`config.mk`:
```
export PLATFORM = sky130hd
export DESIGN_NAME = rrco_dist
export DESIGN_NICKNAME = d
export VERILOG_FILES = /design/src/design/rotated_rect_circle_overlap_defines.svh /design/src/design/rrco_pkg.sv /design/src/design/rrco_dist.sv
export SDC_FILE = /design/constraint.sdc
export NUM_CORES = 2
export LEC_CHECK = 0
export ABC_AREA = 1
export BUFFER_PORTS_ARGS = -buffer_cell sky130_fd_sc_hd__clkbuf_2
export CAP_MARGIN = 20
export CORE_ASPECT_RATIO = 0.9
export CORE_MARGIN = 2
export CORE_UTILIZATION = 40
export DETAILED_ROUTE_END_ITERATION = 10
export GPL_TIMING_DRIVEN = 0
export SKIP_CTS_REPAIR_TIMING = 1
export SYNTH_ARGS = -nofsm -noshare
export SYNTH_HDL_FRONTEND = slang
export SYNTH_SLANG_ARGS = --single-unit
```
`constraint.sdc`:
```
create_clock -name clk -period 6.8 [get_ports clk]
set_clock_uncertainty 0.05 [all_clocks]
set_input_delay 0.34 -clock clk [delete_from_list [all_inputs] [get_ports clk]]
set_output_delay 0.34 -clock clk [all_outputs]
set_load 0.01 [all_outputs]
```
`src/design/rotated_rect_circle_overlap_defines.svh`:
```
// Assertion macros for the rotated rectangle against circle overlap block.
// Included by the modules that carry concurrent checks; needs nothing else.
`ifndef ROTATED_RECT_CIRCLE_OVERLAP_DEFINES_SVH
`define ROTATED_RECT_CIRCLE_OVERLAP_DEFINES_SVH

// same-cycle implication
`define RRCO_ASSERT_IMP(name, clk_s, rst_s, ante, cons) \
  name: assert property (@(posedge clk_s) disable iff (rst_s) (ante) |-> (cons)) \
    else $error("rrco: overlap pipeline check failed");

// next-cycle implication
`define RRCO_ASSERT_NXT(name, clk_s, rst_s, ante, cons) \
  name: assert property (@(posedge clk_s) disable iff (rst_s) (ante) |=> (cons)) \
    else $error("rrco: overlap pipeline check failed");

`endif

```
`src/design/rrco_pkg.sv`:
```
// Shared widths, register codes, stage payload structs and the sine table
// builder for the rotated rectangle against circle overlap block. No dependencies.
package rrco_pkg;

  localparam int TRIG_TABLE_DEPTH = 1024;
  localparam int TRIG_IDX_W       = $clog2(TRIG_TABLE_DEPTH + 1);
  localparam int TRIG_MAG_W       = 15;   // 0..16384, Q1.14
  localparam int TRIG_W           = 16;   // signed Q1.14
  localparam longint unsigned HALF_PI_Q30 = 64'd1686629713;

  localparam int ANGLE_W    = 12;
  localparam int PHASE_W    = 10;
  localparam int COORD_W    = 16;
  localparam int SIZE_W     = 15;
  localparam int SCALE_W    = 12;
  localparam int RADIUS_W   = 16;

  localparam int CTR_W      = 18;   // 2*x + w, Q.5
  localparam int DELTA_W    = 19;   // 2*cx - ctr, Q.5
  localparam int PROD_W     = TRIG_W + DELTA_W;
  localparam int LOC_W      = 34;   // rotated point, Q.19
  localparam int BND_W      = 33;   // box edges, Q.19
  localparam int DIST_W     = 34;   // distance outside the box
  localparam int HALF_W     = DIST_W / 2;
  localparam int PP_W       = 2 * HALF_W;
  localparam int SQ_W       = 2 * DIST_W;
  localparam int RPROD_W    = RADIUS_W + SCALE_W;
  localparam int RADQ_W     = 30;   // radius, Q.12, signed
  localparam int RMAG_W     = 29;
  localparam int RSQ_W      = 2 * RMAG_W;
  localparam int RSQ_SHIFT  = 14;   // Q.24 -> Q.38
  localparam int CMP_W      = RSQ_W + RSQ_SHIFT;

  localparam int STAGES     = 7;
  localparam int CFG_IDX_W  = 3;
  localparam int CFG_DATA_W = 16;

  typedef enum logic [CFG_IDX_W-1:0] {
    REG_CIRCLE_X         = 3'd0,
    REG_CIRCLE_Y         = 3'd1,
    REG_BASE_RADIUS      = 3'd2,
    REG_DETECT_CONCEALED = 3'd3
  } cfg_reg_e;

  typedef logic [STAGES-1:0] stage_vec_t;

  typedef logic [TRIG_MAG_W-1:0] trig_table_t [TRIG_TABLE_DEPTH+1];

  typedef struct packed {
    logic                      neg_sin;
    logic                      neg_cos;
    logic signed [CTR_W-1:0]   ctrx;
    logic signed [CTR_W-1:0]   ctry;
    logic signed [DELTA_W-1:0] dxp;
    logic signed [DELTA_W-1:0] dyp;
    logic signed [BND_W-1:0]   lox;
    logic signed [BND_W-1:0]   hix;
    logic signed [BND_W-1:0]   loy;
    logic signed [BND_W-1:0]   hiy;
    logic signed [RADQ_W-1:0]  rad;
    logic                      mask;
  } s1_t;

  typedef struct packed {
    logic signed [LOC_W-1:0] lx;
    logic signed [LOC_W-1:0] ly;
    logic signed [BND_W-1:0] lox;
    logic signed [BND_W-1:0] hix;
    logic signed [BND_W-1:0] loy;
    logic signed [BND_W-1:0] hiy;
    logic [RSQ_W-1:0]        msq;
    logic                    mask;
  } s3_t;

  // Quarter-wave sine, Q1.14, by fixed-point Taylor series; elaboration only.
  function automatic trig_table_t trig_table_init();
    trig_table_t       tbl;
    longint unsigned   x;
    longint unsigned   x2;
    longint unsigned   term;
    longint unsigned   r;
    longint            sum;
    for (int i = 0; i <= TRIG_TABLE_DEPTH; i++) begin
      x    = (HALF_PI_Q30 * 64'(i)) / TRIG_TABLE_DEPTH;
      x2   = (x * x) >> 30;
      term = x;
      sum  = signed'(x);
      for (int k = 1; k <= 8; k++) begin
        term = ((term * x2) >> 30) / 64'((2 * k) * (2 * k + 1));
        if (k[0]) begin
          sum = sum - signed'(term);
        end else begin
          sum = sum + signed'(term);
        end
      end
      if (sum < 0) begin
        sum = 0;
      end
      r = (unsigned'(sum) + 64'd32768) >> 16;
      if (r > 64'd16384) begin
        r = 64'd16384;
      end
      tbl[i] = r[TRIG_MAG_W-1:0];
    end
    return tbl;
  endfunction

endpackage

```
`src/design/rrco_dist.sv`:
```
// Stages 4 to 7: distance outside the box, split squares, sum and the
// compare against the squared radius. Depends on rrco_pkg.
module rrco_dist (
  input  logic                 clk,
  input  rrco_pkg::stage_vec_t en,
  input  rrco_pkg::s3_t        s3,
  output logic                 overlaps
);
  import rrco_pkg::*;

  logic signed [BND_W+1:0] lxw;
  logic signed [BND_W+1:0] lyw;
  logic [DIST_W-1:0]       ex_next;
  logic [DIST_W-1:0]       ey_next;

  logic [DIST_W-1:0]       ex;
  logic [DIST_W-1:0]       ey;
  logic [RSQ_W-1:0]        msq4;
  logic                    mask4;

  logic [PP_W-1:0]         hh_x;
  logic [PP_W-1:0]         hl_x;
  logic [PP_W-1:0]         ll_x;
  logic [PP_W-1:0]         hh_y;
  logic [PP_W-1:0]         hl_y;
  logic [PP_W-1:0]         ll_y;
  logic [RSQ_W-1:0]        msq5;
  logic                    mask5;

  logic [SQ_W-1:0]         sqx;
  logic [SQ_W-1:0]         sqy;
  logic [RSQ_W-1:0]        msq6;
  logic                    mask6;

  logic [SQ_W-1:0]         dsq;
  logic [CMP_W-1:0]        rsq;

  always_comb begin
    lxw = (BND_W+2)'(s3.lx);
    lyw = (BND_W+2)'(s3.ly);
    if (lxw > (BND_W+2)'(s3.hix)) begin
      ex_next = DIST_W'(lxw - (BND_W+2)'(s3.hix));
    end else if (lxw < (BND_W+2)'(s3.lox)) begin
      ex_next = DIST_W'((BND_W+2)'(s3.lox) - lxw);
    end else begin
      ex_next = '0;
    end
    if (lyw > (BND_W+2)'(s3.hiy)) begin
      ey_next = DIST_W'(lyw - (BND_W+2)'(s3.hiy));
    end else if (lyw < (BND_W+2)'(s3.loy)) begin
      ey_next = DIST_W'((BND_W+2)'(s3.loy) - lyw);
    end else begin
      ey_next = '0;
    end
  end

  always_ff @(posedge clk) begin
    if (en[3]) begin
      ex    <= ex_next;
      ey    <= ey_next;
      msq4  <= s3.msq;
      mask4 <= s3.mask;
    end
  end

  // squares as three half-width partial products each
  always_ff @(posedge clk) begin
    if (en[4]) begin
      hh_x  <= PP_W'(ex[DIST_W-1:HALF_W]) * PP_W'(ex[DIST_W-1:HALF_W]);
      hl_x  <= PP_W'(ex[DIST_W-1:HALF_W]) * PP_W'(ex[HALF_W-1:0]);
      ll_x  <= PP_W'(ex[HALF_W-1:0]) * PP_W'(ex[HALF_W-1:0]);
      hh_y  <= PP_W'(ey[DIST_W-1:HALF_W]) * PP_W'(ey[DIST_W-1:HALF_W]);
      hl_y  <= PP_W'(ey[DIST_W-1:HALF_W]) * PP_W'(ey[HALF_W-1:0]);
      ll_y  <= PP_W'(ey[HALF_W-1:0]) * PP_W'(ey[HALF_W-1:0]);
      msq5  <= msq4;
      mask5 <= mask4;
    end
  end

  always_ff @(posedge clk) begin
    if (en[5]) begin
      sqx   <= (SQ_W'(hh_x) << (2 * HALF_W)) + (SQ_W'(hl_x) << (HALF_W + 1)) + SQ_W'(ll_x);
      sqy   <= (SQ_W'(hh_y) << (2 * HALF_W)) + (SQ_W'(hl_y) << (HALF_W + 1)) + SQ_W'(ll_y);
      msq6  <= msq5;
      mask6 <= mask5;
    end
  end

  always_comb begin
    dsq = sqx + sqy;
    rsq = {msq6, RSQ_SHIFT'(0)};
  end

  always_ff @(posedge clk) begin
    if (en[6]) begin
      overlaps <= !mask6 && (CMP_W'(dsq) <= rsq);
    end
  end

endmodule

```
==> impl_metrics.toml <==
[logic_synthesis]
yosysTopAreaCell = "fa_1"
synth-seq-cells = 580
ys_warn_count = 0
synth_edf_count = 580
async_flop_share_pct = 0
ys_types = 48
synthTopCellsByArea = "fa_1 26%, edfxtp_1 19%, ha_1 13%"
yosysSeqAreaShare_pct = 18.6
syn_area_per_cell_sq_um = 7.86
netlist_area_sq_um = 93700
synth_nets = 14400
synth_top_area_share_pct = 26.0
syn_inst = 11900
synth_ff_type = "edfxtp_1"

[worst_setup_path]
worst-path-max-fanout = 10
crit_type = "flip-flop to flip-flop"
crit_path_end_kind = "flip-flop"
slowest_stage = "edfxtp_1"
cp.required_ns = 7.21
cp.arrival_ns = 7.05
worstSetupStartpointType = "flip-flop"
critPathMaxStageDelay_ns = 0.71
path_cells = "clkbuf_2 -> nand2_1 -> fa_1 -> inv_1 -> fa_1 -> inv_1 -> fa_1 -> inv_1 -> fa_1 -> fa_1 -> inv_1 -> fa_1 -> inv_1 -> ha_1 -> nand2_1 -> inv_1 -> nand2_1 -> nor3_1 -> nand4_1 -> nand3_1 -> nand2_1 -> nand3_1 -> xor2_1"

[layout]
multi_input_area_sq_um = 63600
regArea_sq_um = 17400
final_nets = 14800
fill_cells = 23800
area_delta_synth_final_pct = 9.35
final_cells = 15400
drive_above_1_share_pct = 5.75

[timing]
setup_ws_ns = 0.164
period_minus_slack_ns = 6.64
finalSetupViolations = 0
fin_crit_sh_pct = 97.6
worst_slew_pin_slew_ns = 1.01
maxSlewViolCount = 0
fmax_ghz = 0.151
slew-limit-headroom_pct = 32.5
hold_viol = 0

[placed_design]
io_buffer_count = 264
dpl.cell_count = 15300
dp_slack_ns = -0.813
hpwl_microns = 251000
routabilityCongestion = 0.968

[global_route]
antenna_found_initial = 15
first_global_vias = 77100
grt.overflow.total = 0
grt_use_total_pct = 24.8
grt_first_pass_wirelength_microns = 455000
grt_max_degree = 122

[cts]
clk_latency_ns = 0.72
numCtsBuffers = 60
cts_root_buffer = "clkbuf_16"
clk_pin_slew_ns = 0.06
clockBufferDepth = 3
cts_tree = "done"
h-tree-depth = 2
clock-sinks = 580

[floorplanning]
ios = 268
die_h_microns = 463
dieArea_sq_um = 238000
core_area_sq_um = 233000
die_w_microns = 514
initial_utilization_pct = 40.2
rows = 168

[route]
routed-wl-met2_microns = 125000
highest_layer = "met5"
num_vias = 77300
wl_microns = 296000
post-route-drc-count = 0
wl_met3_microns = 27800
viasPerCell = 5.01
wl_met1_microns = 138000
ant_nets = 0
dr.pass1.iters = 6
first_iter_violations = 6783
wl_per_cell_microns = 19.2

[worst_hold_path]
min_path_type = "primary input to flip-flop"

[job]
cap_viol_max_count = 0

[outcome]
status = "finished, final reports clean"
-- registers in the layout, summed over array words and instances (netlist names) --
name and count:
mask6 1, hh_x 33, msq5 58, mask4 1, ex 34, sqx 67, mask5 1, overlaps 1
ll_y 33, hl_y 34, ll_x 33, sqy 67, hh_y 33, msq4 58, ey 34, msq6 58
hl_x 34
-- cell usage in the layout (no fill, tap or decap), drive strengths merged --
cell type	netlist	layout
o21bai	82	82
nor3b	5	5
xnor2	113	113
nand2b	1	1
nand2	2783	2783
edfxtp	580	580
nor3	100	100
o221ai	6	6
clkbuf	278	542
a21boi	38	38
a22oi	1	1
o21ai	323	323
o31ai	1	1
o21a	18	18
nand4	85	85
buf	18	110
dlygate4sd3	0	60
clkinvlp	0	7
a31oi	28	28
diode	0	4
bufinv	0	6
a21oi	581	581
o211ai	14	14
or2	20	20
a21o	49	49
nor2	745	745
nand3b	30	30
o31a	1	1
clkinv	0	20
a211oi	4	4
fa	1216	1216
xor2	300	300
o221a	1	1
or4	1	1
and2	2	2
and3	9	9
inv	3108	3115
nor4	21	21
nand3	389	389
ha	975	975
-- synthesized netlist by cell type (113+ instances only) --
cell type and count:
o21ai_0 311, edfxtp_1 580, nand2_1 2772, fa_1 1216, nand3_1 383, ha_1 975
inv_1 3105, clkbuf_1 278, nor2_1 737, xnor2_1 113, xor2_1 300, a21oi_1 580
-- worst max-delay path: cells and delay by family (launching register included) --
| family | cells | cell delay, ns |
|---|---|---|
| flip-flops | 1 | 0.71 |
| adder cells (fa/ha/maj) | 7 | 3.41 |
| AND/OR/NAND/NOR | 8 | 1.11 |
| XOR/XNOR | 1 | 0.31 |
| buffers and inverters | 7 | 0.84 |
-- metrics by stage --
stage | setup TNS (ns) | hold WS, ns | util (%) | cell area, sq um
2_1_floorplan | 0 | 0.350 | - | 93700
3_3_place_gp | -25.17 | 0.350 | 42.5 | 98900
3_5_place_dp | -25.24 | 0.355 | 42.5 | 99000
4_1_cts | -27.14 | -0.274 | 43.4 | 101000
5_1_grt | -0.0169 | 0.0832 | 44.0 | 102000
6_report | 0 | 0.0750 | 44.0 | 102000
-- path summary, 6_finish.rpt --
check,start,to,slack [ns],cells past startpoint
worst max-delay path,ex[8],ll_x[30],0.16,23
worst min-delay path,s3[93],ey[1],0.08,4
worst max register to register,ex[8],ll_x[30],0.16,23
worst min register to register,msq5[44],msq6[44],0.36,0
-- layout make-up --
type                       count  area share [%]
inverter                    3108            11.4
sequential                   580            17.0
antenna                        4         0.00977
tap                         3060            3.74
timing repair buffer         379            2.44
clock buffer                  71            1.53
clock inverter                40           0.424
buffer                       262            1.47
multi-input combinational   7942            62.0
-- kinds of logic after synthesis --
family	after synthesis	share of synthesized area, %
AO/OA/AOI/OAI	1147	6.77
AND/OR/NAND/NOR	4191	18.1
flip-flops	580	18.6
adder cells (fa/ha/maj)	2191	39.0
XOR/XNOR	413	3.86
buffers and inverters	3404	13.7
-- layer usage --
metal  track usage, %  vias to the layer above
met5                0                        -
met4             4.42                       12
met3             4.58                      329
met2             37.6                     2960
met1             37.1                    37000
li1                 -                    37000
Power is left out: the tool's default activity adds up to more than one toggle a clock period on the data nets, which glitch-free logic cannot reach.
